**src/rtl/pidsf_pkg.sv**
```systemverilog
package pidsf_pkg;

    localparam int DATA_W     = 32;
    localparam int OUT_W      = 27;
    localparam int FRAC_BITS  = 16;
    localparam int DIST_COUNT = 2;
    localparam int CFG_IDX_W  = 4;
    localparam int MUL_W      = DATA_W + 1;
    localparam int PROD_W     = 2 * MUL_W;
    localparam int ACC_W      = 64;

    // Second disturbance term takes part only when configured for it
    localparam bit DIST_USE_1 = (DIST_COUNT >= 2);

    // Low-pass coefficient: round(0.01 * 2^FRAC_BITS) and its complement
    localparam longint ALPHA_VAL = ((64'sd1 <<< FRAC_BITS) + 64'sd50) / 64'sd100;
    localparam logic signed [MUL_W-1:0] ALPHA_Q     = MUL_W'(ALPHA_VAL);
    localparam logic signed [MUL_W-1:0] ONE_M_ALPHA = MUL_W'((64'sd1 <<< FRAC_BITS) - ALPHA_VAL);
    localparam logic signed [MUL_W-1:0] VEL_GAIN_NEG = -MUL_W'(200);

    localparam logic signed [ACC_W-1:0] FORCE_LIMIT = ACC_W'(64'sd1000 <<< FRAC_BITS);
    localparam logic signed [ACC_W-1:0] SAT_MAX     = ACC_W'(64'sd2147483647);
    localparam logic signed [ACC_W-1:0] SAT_MIN     = ACC_W'(-64'sd2147483648);

    typedef enum logic [CFG_IDX_W-1:0] {
        REG_LAW_MODE      = 4'd0,
        REG_GAIN_PROP     = 4'd1,
        REG_GAIN_INTEG    = 4'd2,
        REG_GAIN_DERIV    = 4'd3,
        REG_STEP_TIME     = 4'd4,
        REG_INV_STEP_TIME = 4'd5,
        REG_DIST_WEIGHT_0 = 4'd6,
        REG_DIST_WEIGHT_1 = 4'd7
    } t_reg_idx;

    typedef struct packed {
        logic                     law_mode;
        logic signed [DATA_W-1:0] gain_prop;
        logic signed [DATA_W-1:0] gain_integ;
        logic signed [DATA_W-1:0] gain_deriv;
        logic        [DATA_W-1:0] step_time;
        logic        [DATA_W-2:0] inv_step_time;
        logic signed [DATA_W-1:0] dist_weight_0;
        logic signed [DATA_W-1:0] dist_weight_1;
    } t_cfg;

    localparam logic [DATA_W-1:0] STEP_TIME_RST     = 32'd4294967;
    localparam logic [DATA_W-2:0] INV_STEP_TIME_RST = 31'd65536000;

    // Clamp a wide signed value to the signed 32-bit range
    function automatic logic signed [DATA_W-1:0] sat32(input logic signed [ACC_W-1:0] x);
        logic signed [DATA_W-1:0] r;
        if (x > SAT_MAX) begin
            r = DATA_W'(SAT_MAX);
        end else if (x < SAT_MIN) begin
            r = DATA_W'(SAT_MIN);
        end else begin
            r = DATA_W'(x);
        end
        return r;
    endfunction

endpackage

```
**src/rtl/pidsf_mul.sv**
```systemverilog
module pidsf_mul (
    input  logic                                i_clk,
    input  logic signed [pidsf_pkg::MUL_W-1:0]  i_op_a,
    input  logic signed [pidsf_pkg::MUL_W-1:0]  i_op_b,
    output logic signed [pidsf_pkg::PROD_W-1:0] o_prod
);
    import pidsf_pkg::*;

    logic signed [PROD_W-1:0] r_prod;

    // Register every product; the sequencer picks it up in the next cycle
    always_ff @(posedge i_clk) begin
        r_prod <= i_op_a * i_op_b;
    end

    assign o_prod = r_prod;

endmodule

```
**config.mk**
```make
export PLATFORM = sky130hd
export DESIGN_NAME = pidsf_mul
export DESIGN_NICKNAME = d
export VERILOG_FILES = /design/src/rtl/pidsf_pkg.sv /design/src/rtl/pidsf_mul.sv
export SDC_FILE = /design/constraint.sdc
export NUM_CORES = 2
export LEC_CHECK = 0
export ABC_AREA = 0
export BUFFER_PORTS_ARGS = -buffer_cell sky130_fd_sc_hd__buf_2
export CAP_MARGIN = 20
export CORE_ASPECT_RATIO = 1.2
export CORE_MARGIN = 2
export CORE_UTILIZATION = 65
export DETAILED_ROUTE_END_ITERATION = 8
export MAX_ROUTING_LAYER = met4
export PLACE_DENSITY = 0.83
export SLEW_MARGIN = 25
export SYNTH_ARGS = -nofsm -noshare
export SYNTH_HDL_FRONTEND = slang
export SYNTH_SLANG_ARGS = --single-unit
```
**constraint.sdc**
```tcl
create_clock -name i_clk -period 8.2 [get_ports i_clk]
set_input_delay 0 -clock i_clk [delete_from_list [all_inputs] [get_ports i_clk]]
set_output_delay 0 -clock i_clk [all_outputs]
set_load 0.05 [all_outputs]
```
Word-level counts from Yosys, hierarchy flattened
Cells that the tools add are included.
- multiply operators: 1
- operators with widths (operator ; number):
    $mul 33x33->66 ; 1
- register bits: 66

Longest topological paths before layout
- word-level depth: 1
- gate-level depth with buffers: 27
- mapped depth without buffers: 26

Least setup slack after synthesis
No wires, ideal clock.
- path kind: input port to flip-flop
- start: input port i_op_a[32] (netlist bit)
- end: register r_prod[62] (netlist: o_prod[62])
- cell stages on the path: 23
- arrival time: 7.157 ns
- data required time: 8.121 ns
- setup time: 0.079 ns
- setup slack: 0.964 ns
- cells stage by stage: clkbuf_1 > nand2_1 > inv_1 > fa_1 > fa_1 > fa_1 > fa_1 > fa_1 > fa_1 > fa_1 > inv_1 > fa_1 > inv_1 > ha_1 > clkbuf_1 > and3_1 > nand3_1 > nand2b_1 > a2111oi_4 > a211oi_4 > a21o_2 > a21o_1 > a211oi_2
- cells in the longest elaborated chain, start to end: 1
- ends and longest elaborated chain (element ; RTL line ; RTL):
    start: declaration ; pidsf_mul.sv:3 ; input logic signed [pidsf_pkg::MUL_W-1:0] i_op_a,
    $mul 33x33->66 ; pidsf_mul.sv:13 ; r_prod <= i_op_a * i_op_b;
    end signal: assignment ; pidsf_mul.sv:13 ;
    end: declaration ; pidsf_mul.sv:9 ; logic signed [PROD_W-1:0] r_prod;
No other way between the ends.

Worst setup path after layout
- start: input port i_op_b[9] (netlist bit)
- end: register r_prod[58] (netlist: o_prod[58])
- cells in the longest elaborated chain, start to end: 1
- ends and longest elaborated chain (element ; RTL line ; RTL):
    start: declaration ; pidsf_mul.sv:4 ; input logic signed [pidsf_pkg::MUL_W-1:0] i_op_b,
    $mul 33x33->66 ; pidsf_mul.sv:13 ;
No other way between the ends.

==> reports/results.tsv <==
stage	metric	value	unit
critical_path	crit path launch	i_op_b[9]	
critical_path	CP max FO	33	
critical_path	critical path type	primary input to flip-flop	
synth	Synth Instances	4338	
timing	Max Clk Rate	129	MHz
floorplan	full die area	64700	sq um
grt	antenna violations before repair	11	
route	TritonRoute pass-1 iters	6	
route	M1 WL	34900	um
timing	measured slew at the worst slew-check pin	926	ps
route	DR iter-0 viols	2051	
clock_tree	Root Buffer	clkbuf_16	
route	met2 wire length	57000	um
clock_tree	cts hold-fix bufs	0	
floorplan	I/O pin count	133	
synth	Synth Register Bits	66	
synth	YS warnings	0	
clock_tree	CTS clk-pin slew, worst paths	70	ps
route	DR WL met3	7540	um
grt	largest net degree at the start of global routing	34	
synth	fraction of registers with async set/reset	0	
worst_hold_path	hold path startpoint	i_op_b[1]	
route	drt total wl	111000	um
floorplan	row count	100	
timing	final worst-path cycle share	0.942	
critical_path	Critical Path End	o_prod[58]	
timing	final total negative setup slack	0	ps
timing	endpoints failing setup	0	
cells_and_area	fillers	4736	
cells_and_area	Largest register FFs	66	
timing	clock period minus worst slack	7730	ps
critical_path	CP arrival	8010	ps
floorplan	Core Box Area	62100	sq um
synth	EDFF count, synth	0	
placed_design	routability cong.	0.989	
worst_hold_path	HP Class	primary input to flip-flop	
grt	first-pass GRT wire length	178000	um
flow_run	Max-Cap Viols	0	
clock_tree	TritonCTS Buffers	9	
critical_path	Crit path required time	8480	ps
timing	Min Hold Slack	221	ps
synth	mapped cell area	40700	sq um
cells_and_area	layout cells sized above 1	0.0558	
route	DRC Markers	0	
cells_and_area	post-route insts no fill	5147	
synth	Synth Net Count	5767	
placed_design	IO buf count	132	
route	post-route ant nets	0	
cells_and_area	Final Util	0.681	
route	drt wl/cell	21.5	um
floorplan	DIE WIDTH	233	um
timing	RSZ-0062 raised after global routing	no	
timing	Fin. Hold Viols	0	
grt	vias in the first global route	33800	
timing	Max Slew Vio Count	0	
clock_tree	Post-CTS Resized	0	
placed_design	dpl hpwl	92400	um
clock_tree	clk sinks	66	
synth	syn_area_per_cell	9.39	sq um
status	outcome	complete, no violations	
grt	GRT Overall Usage	0.376	
floorplan	die height	278	um
grt	total gr overflow	0	
floorplan	initial core utilization	0.656	
synth	prevailing post-synth register cell	dfxtp_1	
synth	sequential area share after synthesis	0.0324	
clock_tree	CTS tree	done	
route	DR vias	29700	
clock_tree	H-tree levels	3	
placed_design	placed insts	5121	
synth	Cell variety after synth	80	
critical_path	Worst setup EP type	flip-flop	
critical_path	Startpoint Class	primary input	
cells_and_area	Area growth, synth to finish	3.81	%
timing	Slew HR	0.383	
route	Avg Vias per Cell	5.78	
clock_tree	postcts setup bufs	0	
route	max layer used	met4	
clock_tree	Longest Clk Path Bufs	2	
cells_and_area	Final Net Count	5745	
==> cell families after synthesis <==
| group | after synthesis | share of synthesized area |
|---|---|---|
| and+or+nand+nor | 1271 | 0.158 |
| adders and majority gates | 1362 | 0.629 |
| AOI/OAI and AO/OA | 219 | 0.0407 |
| DFF | 66 | 0.0324 |
| xor gates and xnor gates | 68 | 0.0146 |
| buffers and inverters | 1352 | 0.125 |
==> cell type report <==
class,instances,area (sq um),share of cell area
clock inverter,7,51.3,0.00121
timing repair buffer,188,1080,0.0256
sequential,66,1320,0.0312
inverter,1131,4250,0.100
tap,816,1020,0.0241
multi-input combinational,2920,34300,0.812
antenna,10,25.0,0.000592
clock buffer,9,225,0.00533
==> layer usage <==
metal / vias to the layer above / GRT usage
met3: 637 / 0.0639
met2: 1459 / 0.621
li1: 12300 / -
met4: 0 / 0.304
met5: - / -
met1: 15300 / 0.396
==> stage by stage <==
stage / setup WS, ps / instance area (sq um)
2_1_floorplan: 964 / 40700
4_1_cts: 631 / 42300
3_3_place_gp: 409 / 42000
5_1_grt: 178 / 42300
6_report: 472 / 42300
3_5_place_dp: 255 / 42000
==> cells in the mapped netlist, drive strengths merged (9+ instances only) <==
library cell	number	area [sq um]
a211oi	11	110
a21o	38	288
a21oi	61	328
a31oi	9	62.6
and2	563	3520
buf	13	70.1
clkbuf	208	781
dfxtp	66	1320
fa	1145	22900
ha	217	2720
inv	1131	4250
nand2	551	2070
nand2b	12	75.1
nand3	26	135
nand4	12	81.3
nor2	68	255
o21ai	33	173
o21bai	11	82.6
xnor2	43	377
xor2	25	219
==> how the worst min path moves through the flow <==
stage | to | cells past startpoint | slack (ps)
after floorplan | o_prod[0] | 1 | 130
after global placement | o_prod[16] | 1 | 470
after detailed placement | o_prod[44] | 1 | 470
after CTS | o_prod[1] | 3 | 200
after global routing | o_prod[1] | 3 | 240
final | o_prod[1] | 3 | 220
==> layout by cell type (no fill, tap or decap), drive strengths merged, types with 5 or more instances in the layout <==
cell type	count
fa	1145
inv	1134
and2	563
nand2	551
ha	217
buf	188
nor2	68
dfxtp	66
a21oi	61
xnor2	43
a21o	38
o21ai	33
nand3	26
xor2	25
nand2b	12
nand4	12
o21bai	11
a211oi	11
diode	10
clkbuf	9
a31oi	9
nor3	7
o31ai	7
o21a	6
a211o	6
and3	6
and4	5
nor2b	5
o211ai	5
==> worst max-delay path: stages <==
cell and delay [ps]:
buf_2 680, nand2_1 280, fa_1 720, buf_4 170, inv_1 50, fa_1 480
inv_1 60, fa_1 520, inv_1 50, fa_1 480, fa_1 580, fa_1 430
fa_1 490, inv_1 50, fa_1 480, inv_1 50, ha_1 490, and4_1 400
nand3_1 170, nand2b_1 260, a2111oi_4 350, a211oi_4 120, a21oi_2 230, nor4b_2 80
a311oi_1 280
Power is not shown: default switching activity piles up to over one toggle a cycle in this logic, so the estimate is an artifact.
