### src/rtl/pidsf_pkg.sv
package pidsf_pkg;

    localparam int DATA_W     = 32;
    localparam int OUT_W      = 27;
    localparam int FRAC_BITS  = 16;
    localparam int DIST_COUNT = 2;
    localparam int CFG_IDX_W  = 4;
    localparam int MUL_W      = DATA_W + 1;
    localparam int PROD_W     = 2 * MUL_W;
    localparam int ACC_W      = 64;

    // Second disturbance term takes part only when configured for it
    localparam bit DIST_USE_1 = (DIST_COUNT >= 2);

    // Low-pass coefficient: round(0.01 * 2^FRAC_BITS) and its complement
    localparam longint ALPHA_VAL = ((64'sd1 <<< FRAC_BITS) + 64'sd50) / 64'sd100;
    localparam logic signed [MUL_W-1:0] ALPHA_Q     = MUL_W'(ALPHA_VAL);
    localparam logic signed [MUL_W-1:0] ONE_M_ALPHA = MUL_W'((64'sd1 <<< FRAC_BITS) - ALPHA_VAL);
    localparam logic signed [MUL_W-1:0] VEL_GAIN_NEG = -MUL_W'(200);

    localparam logic signed [ACC_W-1:0] FORCE_LIMIT = ACC_W'(64'sd1000 <<< FRAC_BITS);
    localparam logic signed [ACC_W-1:0] SAT_MAX     = ACC_W'(64'sd2147483647);
    localparam logic signed [ACC_W-1:0] SAT_MIN     = ACC_W'(-64'sd2147483648);

    typedef enum logic [CFG_IDX_W-1:0] {
        REG_LAW_MODE      = 4'd0,
        REG_GAIN_PROP     = 4'd1,
        REG_GAIN_INTEG    = 4'd2,
        REG_GAIN_DERIV    = 4'd3,
        REG_STEP_TIME     = 4'd4,
        REG_INV_STEP_TIME = 4'd5,
        REG_DIST_WEIGHT_0 = 4'd6,
        REG_DIST_WEIGHT_1 = 4'd7
    } t_reg_idx;

    typedef struct packed {
        logic                     law_mode;
        logic signed [DATA_W-1:0] gain_prop;
        logic signed [DATA_W-1:0] gain_integ;
        logic signed [DATA_W-1:0] gain_deriv;
        logic        [DATA_W-1:0] step_time;
        logic        [DATA_W-2:0] inv_step_time;
        logic signed [DATA_W-1:0] dist_weight_0;
        logic signed [DATA_W-1:0] dist_weight_1;
    } t_cfg;

    localparam logic [DATA_W-1:0] STEP_TIME_RST     = 32'd4294967;
    localparam logic [DATA_W-2:0] INV_STEP_TIME_RST = 31'd65536000;

    // Clamp a wide signed value to the signed 32-bit range
    function automatic logic signed [DATA_W-1:0] sat32(input logic signed [ACC_W-1:0] x);
        logic signed [DATA_W-1:0] r;
        if (x > SAT_MAX) begin
            r = DATA_W'(SAT_MAX);
        end else if (x < SAT_MIN) begin
            r = DATA_W'(SAT_MIN);
        end else begin
            r = DATA_W'(x);
        end
        return r;
    endfunction

endpackage

### src/rtl/pidsf_if.sv


interface pidsf_cfg_if;
    logic                              valid;
    logic                              ready;
    logic [pidsf_pkg::CFG_IDX_W-1:0]   index;
    logic [pidsf_pkg::DATA_W-1:0]      data;

    modport source (output valid, index, data, input ready);
    modport sink   (input valid, index, data, output ready);
endinterface

### src/rtl/pidsf_cfg.sv
module pidsf_cfg (
    input  logic             i_clk,
    input  logic             i_rst_n,
    pidsf_cfg_if.sink        i_cfg,
    output pidsf_pkg::t_cfg  o_cfg
);
    import pidsf_pkg::*;

    t_cfg r_cfg;

    assign i_cfg.ready = 1'b1;
    assign o_cfg       = r_cfg;

    // Take a write on every handshake; drop unknown indexes
    always_ff @(posedge i_clk) begin
        if (!i_rst_n) begin
            r_cfg.law_mode      <= 1'b0;
            r_cfg.gain_prop     <= '0;
            r_cfg.gain_integ    <= '0;
            r_cfg.gain_deriv    <= '0;
            r_cfg.step_time     <= STEP_TIME_RST;
            r_cfg.inv_step_time <= INV_STEP_TIME_RST;
            r_cfg.dist_weight_0 <= '0;
            r_cfg.dist_weight_1 <= '0;
        end else if (i_cfg.valid && i_cfg.ready) begin
            case (i_cfg.index)
                REG_LAW_MODE:      r_cfg.law_mode      <= i_cfg.data[0];
                REG_GAIN_PROP:     r_cfg.gain_prop     <= i_cfg.data;
                REG_GAIN_INTEG:    r_cfg.gain_integ    <= i_cfg.data;
                REG_GAIN_DERIV:    r_cfg.gain_deriv    <= i_cfg.data;
                REG_STEP_TIME:     r_cfg.step_time     <= i_cfg.data;
                REG_INV_STEP_TIME: r_cfg.inv_step_time <= i_cfg.data[DATA_W-2:0];
                REG_DIST_WEIGHT_0: r_cfg.dist_weight_0 <= i_cfg.data;
                REG_DIST_WEIGHT_1: r_cfg.dist_weight_1 <= i_cfg.data;
                default: ;
            endcase
        end
    end

endmodule

### src/flat_wrapper.sv
// flat-port wrapper written by rule: the top's interface ports become plain ports
module pidsf_cfg_flat import pidsf_pkg::*;
  (i_clk, i_rst_n, o_cfg, i_cfg_valid, i_cfg_index, i_cfg_data, i_cfg_ready);
  pidsf_cfg_if i_cfg_i ();
  input  logic i_clk;
  input  logic i_rst_n;
  output pidsf_pkg::t_cfg o_cfg;
  input wire logic [$bits(i_cfg_i.valid)-1:0] i_cfg_valid;
  input wire logic [$bits(i_cfg_i.index)-1:0] i_cfg_index;
  input wire logic [$bits(i_cfg_i.data)-1:0] i_cfg_data;
  output wire logic [$bits(i_cfg_i.ready)-1:0] i_cfg_ready;
  assign i_cfg_i.valid = i_cfg_valid;
  assign i_cfg_i.index = i_cfg_index;
  assign i_cfg_i.data = i_cfg_data;
  assign i_cfg_ready = i_cfg_i.ready;
  pidsf_cfg u_core (.i_clk(i_clk), .i_rst_n(i_rst_n), .i_cfg(i_cfg_i), .o_cfg(o_cfg));
endmodule
### config.mk
export PLATFORM = sky130hd
export DESIGN_NAME = pidsf_cfg_flat
export DESIGN_NICKNAME = d
export VERILOG_FILES = /design/src/rtl/pidsf_pkg.sv /design/src/rtl/pidsf_if.sv /design/src/rtl/pidsf_cfg.sv /design/src/flat_wrapper.sv
export SDC_FILE = /design/constraint.sdc
export NUM_CORES = 1
export LEC_CHECK = 0
export CAP_MARGIN = 20
export CORE_AREA = 3 3 155 97
export DETAILED_ROUTE_END_ITERATION = 8
export DIE_AREA = 0 0 158 100
export DONT_BUFFER_PORTS = 1
export GPL_TIMING_DRIVEN = 0
export PLACE_DENSITY = 0.87
export SYNTH_ARGS = -nofsm -noshare
export SYNTH_HDL_FRONTEND = slang
export SYNTH_SLANG_ARGS = --single-unit
### constraint.sdc
create_clock -name i_clk -period 1.7 [get_ports i_clk]
set_input_delay 0.17 -clock i_clk [delete_from_list [all_inputs] [get_ports i_clk]]
set_output_delay 0.17 -clock i_clk [all_outputs]
set_load 0.02 [all_outputs]
# == After elaboration in Yosys (flattened, before gate mapping) ==
# Cells that the tools add are included.
# op_classes
n_eq_ne,7
n_reduce_logical,9
# op_table
cell,n
$eq A4 B3 Y1 const B,4
$reduce_and A2 Y1,8
$eq A4 B2 Y1 const B,2
$eq A4 B1 Y1 const B,1
$logic_not A4 Y1,1
# word_totals
reg_bits,224
in_bits,39
wordCells,24

# == Depth between registers and ports, before layout ==
# logic_depth
depth_word,2
depth_mapped,6
ltp_nobuf,3

# == Worst setup path after synthesis ==
# OpenSTA, ideal clock, no wires.
# synth_path
path_kind,input to register
from,input i_cfg_index[0]
to,register u_core.r_cfg (netlist bit u_core.o_cfg[162])
arrival_ps,1143
slack_ps,432
cell_stages,4
path_cell_list,or4_1 > clkbuf_1 > buf_4 > mux2i_1
# synth_between
elab_chain_len,2
# synth_rtl
element,line,source
start: declaration,flat_wrapper.sv:9,input wire logic [$bits(i_cfg_i.index)-1:0] i_cfg_index;
$eq A4 B2 Y1,pidsf_cfg.sv:26,case (i_cfg.index)
$reduce_and A2 Y1 (no line),-,
end: declaration,pidsf_cfg.sv:9,t_cfg r_cfg;
# Every way passes these cells.
# A chain may end at the register's enable or synchronous reset.

# == Final worst setup path ==
# layout_path
from,input i_cfg_index[2]
to,register u_core.r_cfg (netlist bit u_core.o_cfg[133])
# Same word-level chain as after synthesis.

==> impl_metrics.ini <==
[final_layout]
syn2layout_area_growth_pct = 13.4
largest_reg_flops = 224
drive_above_1_share_pct = 6.59
nets = 877
diodes = 0

[drt]
drt_iter0_markers = 422
dr.pass1.iters = 5
routed_via_density = 5.87
wl_per_cell_um = 23.6
drcViolationCount = 0
vias = 6016
drt_wl_total_um = 24200
ant_nets = 0

[worst_setup_path]
critical_path_class = primary input to register
startpoint = i_cfg_index[2]
reg2reg_slack_ns = 0.80
cp-end-kind = register
critPathLaunchType = primary input
required_ns = 2.10
endpoint = u_core.o_cfg[133]
r2r-end = u_core.o_cfg[173]
r2r_start = u_core.o_cfg[173]
critPathArrivalTime_ns = 1.87
reg2reg_depth = 2
crit_path_max_fanout = 10

[floorplanning]
die_x_um = 158
die_h_um = 100
core.rowCount = 33
die_area_um2 = 15800
ios = 264
core_um2 = 13600
start_util_pct = 60.0

[min_path]
min-delay-path-class = primary input to register
min_from = i_cfg_data[19]

[logic_synthesis]
synth_ff_type = dfxtp_1
synth_seq_cells = 224
yosysMostFrequentCell = nand2_1
yosysWarnings = 0
syn_avg_cell_area_um2 = 10.3
synth_area_um2 = 8160
synth_area_leaders = dfxtp_1 55%, mux2i_1 26%, nand2_1 11%, clkbuf_1 1.4%, buf_4 0.92%
synth-async-reset-ratio_pct = 0
yosys.area.top_type_share_pct = 55.0
syn-instance-count = 794
synth_top_area_cell = dfxtp_1
syn_nets = 833
ys_types = 24
seq_area_frac_synth_pct = 55.0
yosys-top-cells-count = 242 x nand2_1, 224 x dfxtp_1, 210 x mux2i_1
synth_edf_count = 0

[sta]
finalHoldViolations = 0
setup_slack_ns = 0.235
clock_skew_ns = 0
rsz0062_at_grt = false
tns_ns = 0
min_period_ns = 1.47
slew_headroom_pct = 47.2
worst_pin_slew_ns = 0.793
post-route-period-util_pct = 86.2
fmax_mhz = 682
timing.hold.ws_ns = 0.0245
slew_viol_final = 0
setup_violations = 0

[global_route]
antenna_found_initial = 0
overflow = 0
grt_pass1_wl_um = 35200
grt_max_degree = 16
track_usage_pct = 29.1
grt_pass1_vias = 6133

[status]
status = finished, final reports clean

[clocking]
post_cts_buffers = 0
path_clk_slew_ns = 0.07
cts_root_buffer = clkbuf_16
hold_buffers = 22
h-tree-depth = 1
ctsResizeCount = 0
clk_latency_ns = 0.48
cts.sinks = 224
cts_buffers = 20
clock_path_buffers = 3
tritoncts = done

[job]
drv_cap = 0

[power_and_ir_drop]
p_per_area_nw_per_um2 = 1140
vdd_drop_max_v = 0.000763
power.static_leakage_uw = 0.00409
p_total_uw = 10500

[placed_design]
place_ws_ns = -0.248
hpwl_um = 17000
portBuffers = 0
gp_congestion = 0.843
==> power breakdown <==
| group | leakage, µW | switching, µW | internal [µW] |
|---|---|---|---|
| clock network | 0.000321 | 1910 | 2660 |
| logic | 0.00196 | 350 | 150 |
| registers | 0.00181 | 144 | 5320 |
| total | 0.00409 | 2410 | 8130 |
==> layer usage <==
metal  GRT usage, %  part of all wire (%)
met4           6.94                   2.1
met5              0                     0
met2           47.9                    45
met1           36.0                    40
met3           12.0                    12
==> worst max-delay path: stages <==
cell           delay (ns)
dlygate4sd3_1        0.57
nor3_2               0.54
buf_4                0.35
mux2i_1              0.23
==> cells by family after synthesis <==
group	count (synthesis)	synth area share, %
compound gates	28	2.50
other cells	1	0.0460
buf+inv	74	4.34
mux	210	25.8
simple gates	257	12.4
flops	224	55.0
==> through the flow <==
stage	instances	util, %	instance area [µm²]
floorplan	794	-	8160
global placement	969	61.7	8380
detailed placement	969	61.7	8380
CTS	1025	68.1	9250
global route	1025	68.1	9250
finish	1025	68.1	9250
==> area by class of cell <==
class,instances,area (µm²)
multi-input cells,496,3320
clock buffers,29,576
inverters,14,52.6
clock inverters,5,78.8
plain buffers,60,302
flip-flops and latches,224,4480
well taps,175,219
fillers,1012,4330
repair buffers,22,220
==> worst min path at each step <==
stage                        endpoint  slack (ns)  cells after the start
floorplan           u_core.o_cfg[100]        0.34                      2
detailed placement  u_core.o_cfg[106]        0.35                      2
global placement    u_core.o_cfg[106]        0.34                      2
global route         u_core.o_cfg[16]        0.02                      2
finish              u_core.o_cfg[210]        0.02                      2
CTS                 u_core.o_cfg[210]       0.002                      2
==> cells in the final DEF, fill, tap and decap left out, types with 2 or more instances in the layout <==
cell type	n
nand2b_1	3
clkbuf_16	21
mux2i_1	210
o211ai_1	9
clkinv_2	2
dfxtp_1	224
o31ai_1	9
bufinv_16	2
nor2_1	2
buf_6	3
inv_1	14
clkbuf_8	2
dlygate4sd3_1	22
buf_4	10
nor2b_1	3
o21ai_0	5
o311ai_0	5
buf_1	3
buf_2	13
nand2_1	242
clkbuf_1	37
(Power assumes the default switching activity.)
